### src/design/sfcd_pkg.sv
// Shared types and constants for the sync-framed command deframer.
// No dependencies; imported by sfcd_decode and the top level.
`timescale 1ns / 1ps
`default_nettype none

package sfcd_pkg;

  localparam int unsigned BYTE_W  = 8;
  localparam int unsigned CMD_W   = 7;
  localparam int unsigned COUNT_W = 16;
  localparam int unsigned ADDR_W  = 3;
  localparam int unsigned DATA_W  = 32;

  // register reset values
  localparam logic [BYTE_W-1:0] FIRST_SYNC_RESET  = 8'd79;
  localparam logic [BYTE_W-1:0] SECOND_SYNC_RESET = 8'd75;

  // register index, taken from paddr[2]
  localparam logic REG_FIRST_SYNC  = 1'b0;
  localparam logic REG_SECOND_SYNC = 1'b1;

  // command map
  localparam logic [BYTE_W-1:0] CMD_LIMIT        = 8'd100;
  localparam logic [CMD_W-1:0]  SENSOR_SLOTS     = 7'd12;
  localparam logic [CMD_W-1:0]  FLIGHT_STATE_CMD = 7'd12;
  localparam logic [CMD_W-1:0]  GAIN_FIRST_CMD   = 7'd13;
  localparam logic [CMD_W-1:0]  GAIN_LAST_CMD    = 7'd21;
  localparam logic [CMD_W-1:0]  MOTOR_FIRST_CMD  = 7'd23;
  localparam logic [CMD_W-1:0]  MOTOR_LAST_CMD   = 7'd24;

  // IEEE single bit pattern of 5000.0
  localparam logic [31:0] MAG_LIMIT_BITS = 32'h459C_4000;

  typedef enum logic [2:0] {
    KIND_SENSOR = 3'd0,
    KIND_REJECT = 3'd1,
    KIND_FLIGHT = 3'd2,
    KIND_GAIN   = 3'd3,
    KIND_MOTOR  = 3'd4,
    KIND_NONE   = 3'd5
  } kind_t;

  typedef struct packed {
    kind_t               write_kind;
    logic [3:0]          target_index;
    logic [31:0]         float_bits;
    logic [15:0]         first_word;
    logic [15:0]         second_word;
    logic [BYTE_W-1:0]   first_byte;
    logic [COUNT_W-1:0]  accepted_count;
  } result_t;

endpackage

`default_nettype wire

### src/design/sfcd_decode.sv
// Frame decode: turns command and four payload bytes into one write record.
// Depends on sfcd_pkg.
`timescale 1ns / 1ps
`default_nettype none

module sfcd_decode
  import sfcd_pkg::*;
(
  input  wire logic [CMD_W-1:0]   cmd,
  input  wire logic [23:0]        payload,     // bytes 0..2, byte 0 low
  input  wire logic [BYTE_W-1:0]  last_byte,   // byte 3
  input  wire logic [COUNT_W-1:0] count,
  output result_t                 result
);

  logic [BYTE_W-1:0] b0, b1, b2;
  logic [31:0]       fbits;
  logic [CMD_W-1:0]  gain_idx, motor_idx;

  assign b0        = payload[7:0];
  assign b1        = payload[15:8];
  assign b2        = payload[23:16];
  assign fbits     = {last_byte, b2, b1, b0};
  assign gain_idx  = cmd - GAIN_FIRST_CMD;
  assign motor_idx = cmd - MOTOR_FIRST_CMD;

  always_comb begin
    result                = '0;
    result.write_kind     = KIND_NONE;
    result.accepted_count = count + COUNT_W'(1);
    if (cmd < SENSOR_SLOTS) begin
      result.float_bits   = fbits;
      result.target_index = cmd[3:0];
      // magnitude test on the bit pattern: NaN and infinity fail too
      if ({1'b0, fbits[30:0]} < MAG_LIMIT_BITS) begin
        result.write_kind = KIND_SENSOR;
      end else begin
        result.write_kind     = KIND_REJECT;
        result.accepted_count = count;
      end
    end else if (cmd == FLIGHT_STATE_CMD) begin
      result.write_kind = KIND_FLIGHT;
      result.first_byte = b0;
    end else if (cmd >= GAIN_FIRST_CMD && cmd <= GAIN_LAST_CMD) begin
      result.write_kind   = KIND_GAIN;
      result.target_index = gain_idx[3:0];
      result.first_word   = {b0, b1};
    end else if (cmd >= MOTOR_FIRST_CMD && cmd <= MOTOR_LAST_CMD) begin
      result.write_kind   = KIND_MOTOR;
      result.target_index = motor_idx[3:0];
      result.first_word   = {b0, b1};
      result.second_word  = {b2, last_byte};
    end
  end

endmodule

`default_nettype wire

### src/design/sync_framed_command_deframer.sv
// Top level of the sync-framed command deframer: framing state, input and
// result registers, config registers. Depends on sfcd_pkg and sfcd_decode.
//
// Usage:
//  - Input channel (rx_byte, in_valid, in_stall): one received byte per
//    transfer. Frame = first sync, second sync, command (< 100), 4 payload.
//  - Output channel (out_valid, out_stall): one decoded write per frame,
//    on the fourth payload byte. Other bytes yield nothing.
//  - APB port: reg 0 at 0x0 = first sync byte, reg 1 at 0x4 = second sync
//    byte. Write only while idle.
//  - Throughput: one byte per cycle while no frame-ending byte waits on a
//    busy result slot. The input register takes a byte each cycle unless
//    stalled; the framing FSM consumes it from there. The last payload byte
//    passes the input register and is decoded into the result register.
//  - Receiver stall: the result register holds. Bytes that end no frame
//    keep flowing; a frame-ending byte waits in the input register and
//    in_stall rises until the result slot frees.
//  - Reset (rst, sync): hunting first sync, counter zero, both registers
//    empty, sync bytes back to 79 / 75.
//  - A wrong second sync byte returns to hunting and is not reused as a
//    first sync byte. Rejected sensor frames do not bump the count.
`timescale 1ns / 1ps
`default_nettype none

module sync_framed_command_deframer
  import sfcd_pkg::*;
(
  input  wire logic               clk,
  input  wire logic               rst,
  // APB config
  input  wire logic               psel,
  input  wire logic               penable,
  input  wire logic               pwrite,
  input  wire logic [ADDR_W-1:0]  paddr,
  input  wire logic [DATA_W-1:0]  pwdata,
  output logic      [DATA_W-1:0]  prdata,
  output logic                    pready,
  // byte input
  input  wire logic [BYTE_W-1:0]  rx_byte,
  input  wire logic               in_valid,
  output logic                    in_stall,
  // decoded write output
  output logic [2:0]              write_kind,
  output logic [3:0]              target_index,
  output logic [31:0]             float_bits,
  output logic [15:0]             first_word,
  output logic [15:0]             second_word,
  output logic [BYTE_W-1:0]       first_byte,
  output logic [COUNT_W-1:0]      accepted_count,
  output logic                    out_valid,
  input  wire logic               out_stall
);

  typedef enum logic [1:0] {
    PH_HUNT    = 2'd0,
    PH_SYNC1   = 2'd1,
    PH_SYNC2   = 2'd2,
    PH_COLLECT = 2'd3
  } phase_t;

  // config registers
  logic [BYTE_W-1:0] first_sync_byte;
  logic [BYTE_W-1:0] second_sync_byte;
  logic              cfg_write;

  // input register
  logic              in_full;
  logic [BYTE_W-1:0] in_byte;

  // framing state
  phase_t             frame_phase;
  logic [1:0]         payload_position;
  logic [CMD_W-1:0]   command_number;
  logic [23:0]        payload_buffer;   // no reset: written before read
  logic [COUNT_W-1:0] frame_counter;

  // result register
  result_t result;
  result_t decoded;

  logic frame_done;   // byte in the input register ends a frame
  logic out_free;
  logic advance;      // byte in the input register is consumed this cycle

  // ---------------------------------------------------------------------
  // APB: pready tied high, paddr[2] picks the register
  assign pready    = 1'b1;
  assign cfg_write = psel && penable && pwrite && pready;

  always_ff @(posedge clk) begin
    if (rst) begin
      first_sync_byte  <= FIRST_SYNC_RESET;
      second_sync_byte <= SECOND_SYNC_RESET;
    end else if (cfg_write) begin
      if (paddr[2] == REG_FIRST_SYNC) begin
        first_sync_byte <= pwdata[BYTE_W-1:0];
      end else begin
        second_sync_byte <= pwdata[BYTE_W-1:0];
      end
    end
  end

  always_comb begin
    prdata = '0;
    if (paddr[2] == REG_SECOND_SYNC) begin
      prdata[BYTE_W-1:0] = second_sync_byte;
    end else begin
      prdata[BYTE_W-1:0] = first_sync_byte;
    end
  end

  // ---------------------------------------------------------------------
  // Flow control. Only a frame-ending byte needs the result slot.
  assign frame_done = in_full && (frame_phase == PH_COLLECT) && (payload_position == 2'd3);
  assign out_free   = !out_valid || !out_stall;
  assign advance    = in_full && (!frame_done || out_free);
  assign in_stall   = in_full && !advance;

  always_ff @(posedge clk) begin
    if (rst) begin
      in_full <= 1'b0;
    end else if (!in_stall) begin
      in_full <= in_valid;
    end
    if (in_valid && !in_stall) begin
      in_byte <= rx_byte;
    end
  end

  // ---------------------------------------------------------------------
  // Decode of the completed frame
  sfcd_decode u_decode (
    .cmd       (command_number),
    .payload   (payload_buffer),
    .last_byte (in_byte),
    .count     (frame_counter),
    .result    (decoded)
  );

  // ---------------------------------------------------------------------
  // Framing FSM, counter, payload buffer
  always_ff @(posedge clk) begin
    if (rst) begin
      frame_phase      <= PH_HUNT;
      payload_position <= 2'd0;
      command_number   <= '0;
      frame_counter    <= '0;
    end else if (advance) begin
      case (frame_phase)
        PH_HUNT: begin
          if (in_byte == first_sync_byte) begin
            frame_phase <= PH_SYNC1;
          end
        end
        PH_SYNC1: begin
          frame_phase <= (in_byte == second_sync_byte) ? PH_SYNC2 : PH_HUNT;
        end
        PH_SYNC2: begin
          if (in_byte < CMD_LIMIT) begin
            command_number   <= in_byte[CMD_W-1:0];
            payload_position <= 2'd0;
            frame_phase      <= PH_COLLECT;
          end else begin
            frame_phase <= PH_HUNT;
          end
        end
        PH_COLLECT: begin
          if (payload_position == 2'd3) begin
            frame_phase      <= PH_HUNT;
            payload_position <= 2'd0;
            frame_counter    <= decoded.accepted_count;
          end else begin
            payload_position <= payload_position + 2'd1;
          end
        end
        default: frame_phase <= PH_HUNT;
      endcase
    end
    if (advance && frame_phase == PH_COLLECT && payload_position != 2'd3) begin
      payload_buffer[payload_position*BYTE_W +: BYTE_W] <= in_byte;
    end
  end

  // ---------------------------------------------------------------------
  // Result register
  always_ff @(posedge clk) begin
    if (rst) begin
      out_valid <= 1'b0;
    end else if (advance && frame_done) begin
      out_valid <= 1'b1;
    end else if (!out_stall) begin
      out_valid <= 1'b0;
    end
    if (advance && frame_done) begin
      result <= decoded;
    end
  end

  assign write_kind     = result.write_kind;
  assign target_index   = result.target_index;
  assign float_bits     = result.float_bits;
  assign first_word     = result.first_word;
  assign second_word    = result.second_word;
  assign first_byte     = result.first_byte;
  assign accepted_count = result.accepted_count;

  // ---------------------------------------------------------------------
  // Assertions

  // a waiting result always matches the live counter: no frame may finish
  // behind a held result
  a_count_tracks: assert property (@(posedge clk) disable iff (rst)
    out_valid |-> accepted_count == frame_counter)
    else $error("result count differs from frame counter");

  // payload position only moves while collecting
  a_pos_idle: assert property (@(posedge clk) disable iff (rst)
    frame_phase != PH_COLLECT |-> payload_position == 2'd0)
    else $error("payload position nonzero outside collection");

  // a rejected sensor frame leaves the count alone
  a_reject_no_count: assert property (@(posedge clk) disable iff (rst)
    advance && frame_done && decoded.write_kind == KIND_REJECT
      |=> $stable(frame_counter))
    else $error("rejected frame changed the count");

  // frame-ending byte held back only while the result slot is busy
  a_stall_cause: assert property (@(posedge clk) disable iff (rst)
    in_stall |-> frame_done && out_valid && out_stall)
    else $error("input stalled without a busy result slot");

endmodule

`default_nettype wire
### config.mk
export PLATFORM = sky130hd
export DESIGN_NAME = sync_framed_command_deframer
export DESIGN_NICKNAME = d
export VERILOG_FILES = /design/src/design/sfcd_pkg.sv /design/src/design/sfcd_decode.sv /design/src/design/sync_framed_command_deframer.sv
export SDC_FILE = /design/constraint.sdc
export NUM_CORES = 1
export LEC_CHECK = 0
export BUFFER_PORTS_ARGS = -buffer_cell sky130_fd_sc_hd__buf_4
export CAP_MARGIN = 20
export CORE_MARGIN = 1.5
export CORE_UTILIZATION = 30
export CTS_CLUSTER_SIZE = 24
export DETAILED_ROUTE_END_ITERATION = 8
export GPL_TIMING_DRIVEN = 0
export SLEW_MARGIN = 20
export SYNTH_ARGS = -nofsm -noshare
export SYNTH_HDL_FRONTEND = slang
export SYNTH_SLANG_ARGS = --single-unit
### constraint.sdc
create_clock -name clk -period 3.65 [get_ports clk]
set_input_delay 0.73 -clock clk [delete_from_list [all_inputs] [get_ports clk]]
set_output_delay 0.73 -clock clk [all_outputs]
set_load 0.1 [all_outputs]
=== After elaboration in Yosys (flattened, before gate mapping) ===
Cells that the tools add are included.

* Shift-type cells: 2
* Order comparisons: 7
* Reduce and logical (&&, ||, !) cells: 30
* Add/subtract/negate cells: 5
* Equal/unequal tests: 12
* Muxes and demuxes: 22
* Bitwise logic cells: 3

{| class="wikitable"
|+ Operators by type and width
! operator !! count
|-
| 16-bit two-way mux || 3
|-
| 5-bit negation with 34-bit output || 1
|-
| 8-bit by 34-bit variable shift with 24-bit output, first input constant || 1
|-
| 8-bit by 34-bit indexed part select with 24-bit output || 1
|-
| 32-bit two-way mux || 1
|-
| 31-bit less-than comparator, second input constant || 1
|-
| 24-bit bitwise mux || 1
|-
| 16-bit by 1-bit adder with 16-bit output, second input constant || 1
|-
| 8-bit == test || 2
|-
| 7-bit by 5-bit less-or-equal comparator with 1-bit output, second input constant || 2
|-
| 7-bit two-way mux || 2
|-
| 1-bit logical AND || 12
|-
| 2-bit two-way mux || 6
|-
| 3-bit AND reduction || 4
|-
| 8-bit by 7-bit less-than comparator with 1-bit output, second input constant || 1
|-
| 8-bit two-way mux || 1
|-
| 2-bit one-hot mux with 4 select lines || 1
|-
| 7-bit by 4-bit == test with 1-bit output, second input constant || 1
|-
| 7-bit by 4-bit >= comparator with 1-bit output, second input constant || 1
|-
| 7-bit by 5-bit >= comparator with 1-bit output, second input constant || 1
|-
| 7-bit by 4-bit less-than comparator with 1-bit output, second input constant || 1
|-
| 2-bit == test, second input constant || 3
|-
| 2-bit inequality test, second input constant || 3
|-
| 1-bit zero test || 5
|-
| 17 further kinds || 25
|}

* Bits in registers: 172
* Input bits: 50
* Output and inout bits: 130

=== Depth between registers and ports, before layout ===
* Depth after elaboration: 10
* Gate-level depth with buffers: 9
* Mapped depth without buffers: 7

=== Modules after synthesis ===
A second synthesis with hierarchy kept.

* Cells, all modules: 603
* Area total of the unflattened synthesis: 7514.7 µm²

{| class="wikitable"
|+ By module, submodules not included
! module !! area an instance (µm²) !! instances !! cells each !! seq. area each (µm²)
|-
| sync_framed_command_deframer || 6272.3 || 1 || 424 || 4714.5
|-
| sfcd_decode || 1242.4 || 1 || 179 || 0.0
|}

=== Least setup slack after synthesis ===
OpenSTA, ideal clock, no wires.

* Path kind: register to register
* From: register out_valid
* To: register result, in the netlist accepted_count[0] (enable)
* Slack: -0.101 ns
* Stages on the path, launching flop included: 6
* Clock period less this slack: 3.751 ns
* Data required time: 3.201 ns
* Setup time: 0.449 ns
* Arrival time: 3.302 ns
* Cell sequence: dfxtp_1 nand2_1 nand3_1 clkbuf_1 clkbuf_1 inv_1

* Longest elaborated chain between the ends: 5

{| class="wikitable"
|+ Ends and longest elaborated chain
! element !! RTL line !! text
|-
| start: declaration || sync_framed_command_deframer.sv:50 || <nowiki>output logic out_valid,</nowiki>
|-
| start signal: assignment || sync_framed_command_deframer.sv:188 || <nowiki>out_valid <= 1'b0;</nowiki>
|-
| start signal: assignment || sync_framed_command_deframer.sv:190 || <nowiki>out_valid <= 1'b1;</nowiki>
|-
| start signal: assignment || sync_framed_command_deframer.sv:192 || <nowiki>out_valid <= 1'b0;</nowiki>
|-
| 1-bit zero test || sync_framed_command_deframer.sv:115 || <nowiki>assign out_free = !out_valid || !out_stall;</nowiki>
|-
| 1-bit logical OR || sync_framed_command_deframer.sv:115 ||
|-
| 1-bit logical OR || sync_framed_command_deframer.sv:116 || <nowiki>assign advance = in_full && (!frame_done || out_free);</nowiki>
|-
| 1-bit logical AND || sync_framed_command_deframer.sv:116 ||
|-
| 1-bit logical AND || sync_framed_command_deframer.sv:194 || <nowiki>if (advance && frame_done) begin</nowiki>
|-
| end signal: assignment || sync_framed_command_deframer.sv:195 || <nowiki>result <= decoded;</nowiki>
|-
| end: declaration || sync_framed_command_deframer.sv:78 || <nowiki>result_t result;</nowiki>
|}

Every way passes these cells.
A chain may end at the register's enable or synchronous reset.

=== Final worst setup path ===
* From: register payload_position[0]
* To: register result, in the netlist float_bits[27] (enable)

* Longest elaborated chain between the ends: 6

{| class="wikitable"
|+ Ends and longest elaborated chain
! element !! RTL line !! text
|-
| start: declaration || sync_framed_command_deframer.sv:72 || <nowiki>logic [1:0] payload_position;</nowiki>
|-
| start signal: assignment || sync_framed_command_deframer.sv:173 || <nowiki>payload_position <= payload_position + 2'd1;</nowiki>
|-
| 2-bit == test * || sync_framed_command_deframer.sv:114 || <nowiki>assign frame_done = in_full && (frame_phase == PH_COLLECT) && (payload_position == 2'd3);</nowiki>
|-
| 1-bit logical AND * || sync_framed_command_deframer.sv:114 ||
|-
| 1-bit zero test || sync_framed_command_deframer.sv:116 ||
|-
| 1-bit logical OR || sync_framed_command_deframer.sv:116 ||
|-
| 1-bit logical AND || sync_framed_command_deframer.sv:116 ||
|-
| 1-bit logical AND * || sync_framed_command_deframer.sv:194 ||
|}

Mark *: on every way between the ends. The rest lies on a longest branch, timed or not.

==> metrics.md <==
| Metric | Value |
|---|---|
| GPL Wtd Cong | around 0.81 |
| Die Width | about 160 um |
| Synth area leaders | edfxtp_1, dfxtp_1, and2_1 |
| Delay-heaviest family, CP | buffers and inverters |
| Drt via density | about 4.5 |
| Worst hold start | rx_byte[0] |
| Hold_buf cts | 0 |
| Row count | 58 |
| Tightest Pin Transition | just over 800 ps |
| Synth top area share | about half |
| Post-Layout Cell Count | roughly 1200 |
| Post-Synthesis Cells | 639 |
| Worst Path Class, Setup | flop to flop |
| Worst Setup End Kind | flop |
| CTS tree | done |
| Ys async rst share | 0% |
| DR WL/cell | ~15 um |
| Reg2Reg Setup Slack | ~430 ps |
| Post-synthesis register bit count | about 170 |
| Worst path required time | around 3800 ps |
| Pwr/cell area | ~430 nW/um^2 |
| Antenna violations before repair | 0 |
| Post-Place Cells | between 1000 and 1500 |
| WHS Path Cells | 1 |
| Drt initial violations | roughly 330 |
| Total CTS buffers | 17 |
| Core ar. | around 25000 sq um |
| Global-route wire length before repair | between 20000 and 30000 um |
| Post-Synth XOR/XNOR Area | roughly 3.6% |
| Dpl ws | 97.17 ps |
| Worst Hold Class | input pin to flop |
| Root buf cell | clkbuf_16 |
| Hold EP | in_byte[0] |
| Vias in the first global route | 5000 |
| Htree depth | 4 |
| Overall global routing resource usage | between 10% and 20% |
| Post-CTS resize count | 0 |
| Die area | 26650 sq um |
| CP Buf/Inv Count | 4 |
| GRT overflow | 0 |
| Setup Buffers After CTS | 0 |
| Final Util | between 30 and 40% |
| FF-to-FF End | float_bits[27] |
| Die height | between 150 and 200 um |
| Largest family of logic cells by synthesized area | simple AND/OR/NAND/NOR gates |
| Max_cap viols | 0 |
| DR vias | 5177 |
| R2R Path Start | payload_position[0] |
| Filler cells | 2428 |
| Area of the multi-input gates | about 2700 sq um |
| CP dominant cell by count | clkbuf_1 |
| Clock Skew | 17.20 ps |
| Remaining DRCs | 0 |
| Synth warn | 0 |
| Mapped Area | just under 8000 sq um |
| Tot Pwr | between 4 and 5 mW |
| FF-to-FF path depth | 6 |
| Slowest cell on the critical path | clkinvlp_4 |
| Peak supply drop | roughly 240 uV |
| Setup Viol. Count Final | 0 |
| Simple-gate share of the synthesized area | between 10% and 20% |
| Ratio of cells with drive above 1 in the final layout | 25.27% |
| Number of library cell types mapped by synthesis | between 50 and 60 |
| HPWL Detailed | between 10000 and 15000 um |
| Clock sink total | ~170 |
| Leading area contributor after synthesis | edfxtp_1 |
| CP Cell Sequence | ha_1 > nand3_1 > clkbuf_1 > clkbuf_1 > clkinvlp_4 > buf_12 |
| Post-place instance area | slightly above 9000 sq um |
| Final Cell Area | about 10000 sq um |
| RSZ-0062 raised after global routing | false |
| WP data arrival | approximately 3400 ps |
| Mux cell area share after synthesis | 3.313% |
| Final WL | roughly 18000 um |
| Worst-path clk slew | 80 ps |
| Post-synth EDFFs | 127 |
| First-pass DRT Iterations | 4 |
| Relative slew slack | about 46% |
| Status | finished, final reports clean |
| Initial core utilization | a little under a third |
| Final net count | 870 |
| Largest net degree at the start of global routing | 35 |
| Fmax | 310.5 MHz |
| Adder-Cell Fraction of Synth Area | around 1.6% |
| Fin worst setup slack | ~430 ps |
| Number of slew-limit violations in the final report | 0 |
| Worst skew pair latency | 430 ps |
| IO Pins | 180 |
| Routed Antenna Nets | 0 |
| Compound-Gate Fraction of Synth Area | around 6.7% |
| Sequential share of the synthesized area | between 60% and 70% |
| Worst Path Max Fanout | 34 |
| Hold Vio Cnt, Final | 0 |
| Final period util | approximately nine tenths |
| # diodes | 0 |
| Leakage | approximately 3.7 nW |
| Area grow syn2layout | 26.94% |
| Clock Path Buffers | 2 |
| Syn Area/Cell | around 12 sq um |
| Startpoint Class | flop |
| Port bufs | 127 |
| Crit path time final | around 3200 ps |
| Max stage delay on crit path | 770 ps |
| Register Area | 4716 sq um |
| Top FF cell, synth | edfxtp_1 |
power by group:
part	total, mW	leakage [nW]	internal [mW]	switching, mW
Combinational	0.317	1.86	0.0830	0.234
Sequential	2.10	1.53	2.09	0.0108
Clock	1.78	0.278	0.912	0.869
final cells by class:
type                            count  area share (%)
Clock inverter                     15           1.561
Tap cell                          330           4.222
Sequential cell                   172           48.22
Clock buffer                       17           4.350
Inverter                           11          0.4606
Timing Repair Buffer              129           10.16
Buffer                             59           3.416
Multi-Input combinational cell    420           27.61
cells in the final DEF (no fill, tap or decap), drive strengths merged, types with 6 or more instances in the layout:
cell type  count
xor2          18
nand2         28
nand3         14
xnor2         14
nor2          46
nand3b         6
clkbuf        44
nor3           6
o21ai          9
inv           18
or4           14
a21oi         26
ha            10
edfxtp       127
o31ai         14
nor2b          9
dfxtp         45
mux2          12
nand4          6
conb          25
and2         100
mux2i         12
buf          161
flip-flops by register name, summed over array words and instances (netlist names):
name	flops
float_bits	32
payload_buffer	24
accepted_count	16
first_word	16
frame_counter	16
second_word	16
first_byte	8
first_sync_byte	8
in_byte	8
second_sync_byte	8
command_number	7
target_index	4
write_kind	3
frame_phase	2
payload_position	2
in_full	1
out_valid	1
how the worst max path moves through the flow:
| stage | from | cells past startpoint | slack [ps] | to |
|---|---|---|---|---|
| after floorplan | out_valid | 5 | 170 | accepted_count[0] |
| after global placement | out_stall | 6 | -1060 | float_bits[27] |
| after detailed placement | out_stall | 7 | 100 | float_bits[26] |
| after CTS | payload_position[0] | 6 | 360 | first_word[6] |
| after global routing | payload_position[0] | 6 | 150 | float_bits[27] |
| final | payload_position[0] | 6 | 430 | float_bits[27] |
Yosys cell counts, drive strengths merged (3+ instances only):
master  number
edfxtp     127
and2       100
nor2        46
dfxtp       45
buf         32
nand2       28
clkbuf      27
a21oi       26
xor2        18
nand3       14
o31ai       14
or4         14
xnor2       14
mux2        12
mux2i       12
inv         11
ha          10
nor2b        9
o21ai        9
nand3b       6
nand4        6
nor3         6
a211o        5
nand2b       4
or3          4
and3         3
and4         3
nand4b       3
nor3b        3
o211ai       3
layer usage:
metal	routed length, um	track usage (%)
met5	0	0
met4	246	4.254
met3	966	3.301
met2	8231	21.84
met1	8107	17.36
cell families (layout without fill, tap and decap cells):
logic type / count (synthesis) / count (layout)
other: 2 / 25
xor gates and xnor gates: 32 / 32
and+or+nand+nor: 254 / 254
buffers and inverters: 70 / 231
AOI/OAI and AO/OA: 75 / 75
DFF: 172 / 172
muxes: 24 / 24
adders and majority gates: 10 / 10
metrics by stage:
step	TNS [ps]	hold slack, ps
final	0	467.8
after global routing	0	443.6
after CTS	0	453.1
after detailed placement	0	486.2
after global placement	-100110	475.2
after floorplan	0	457.3
Power figures use the tool's default switching activity.
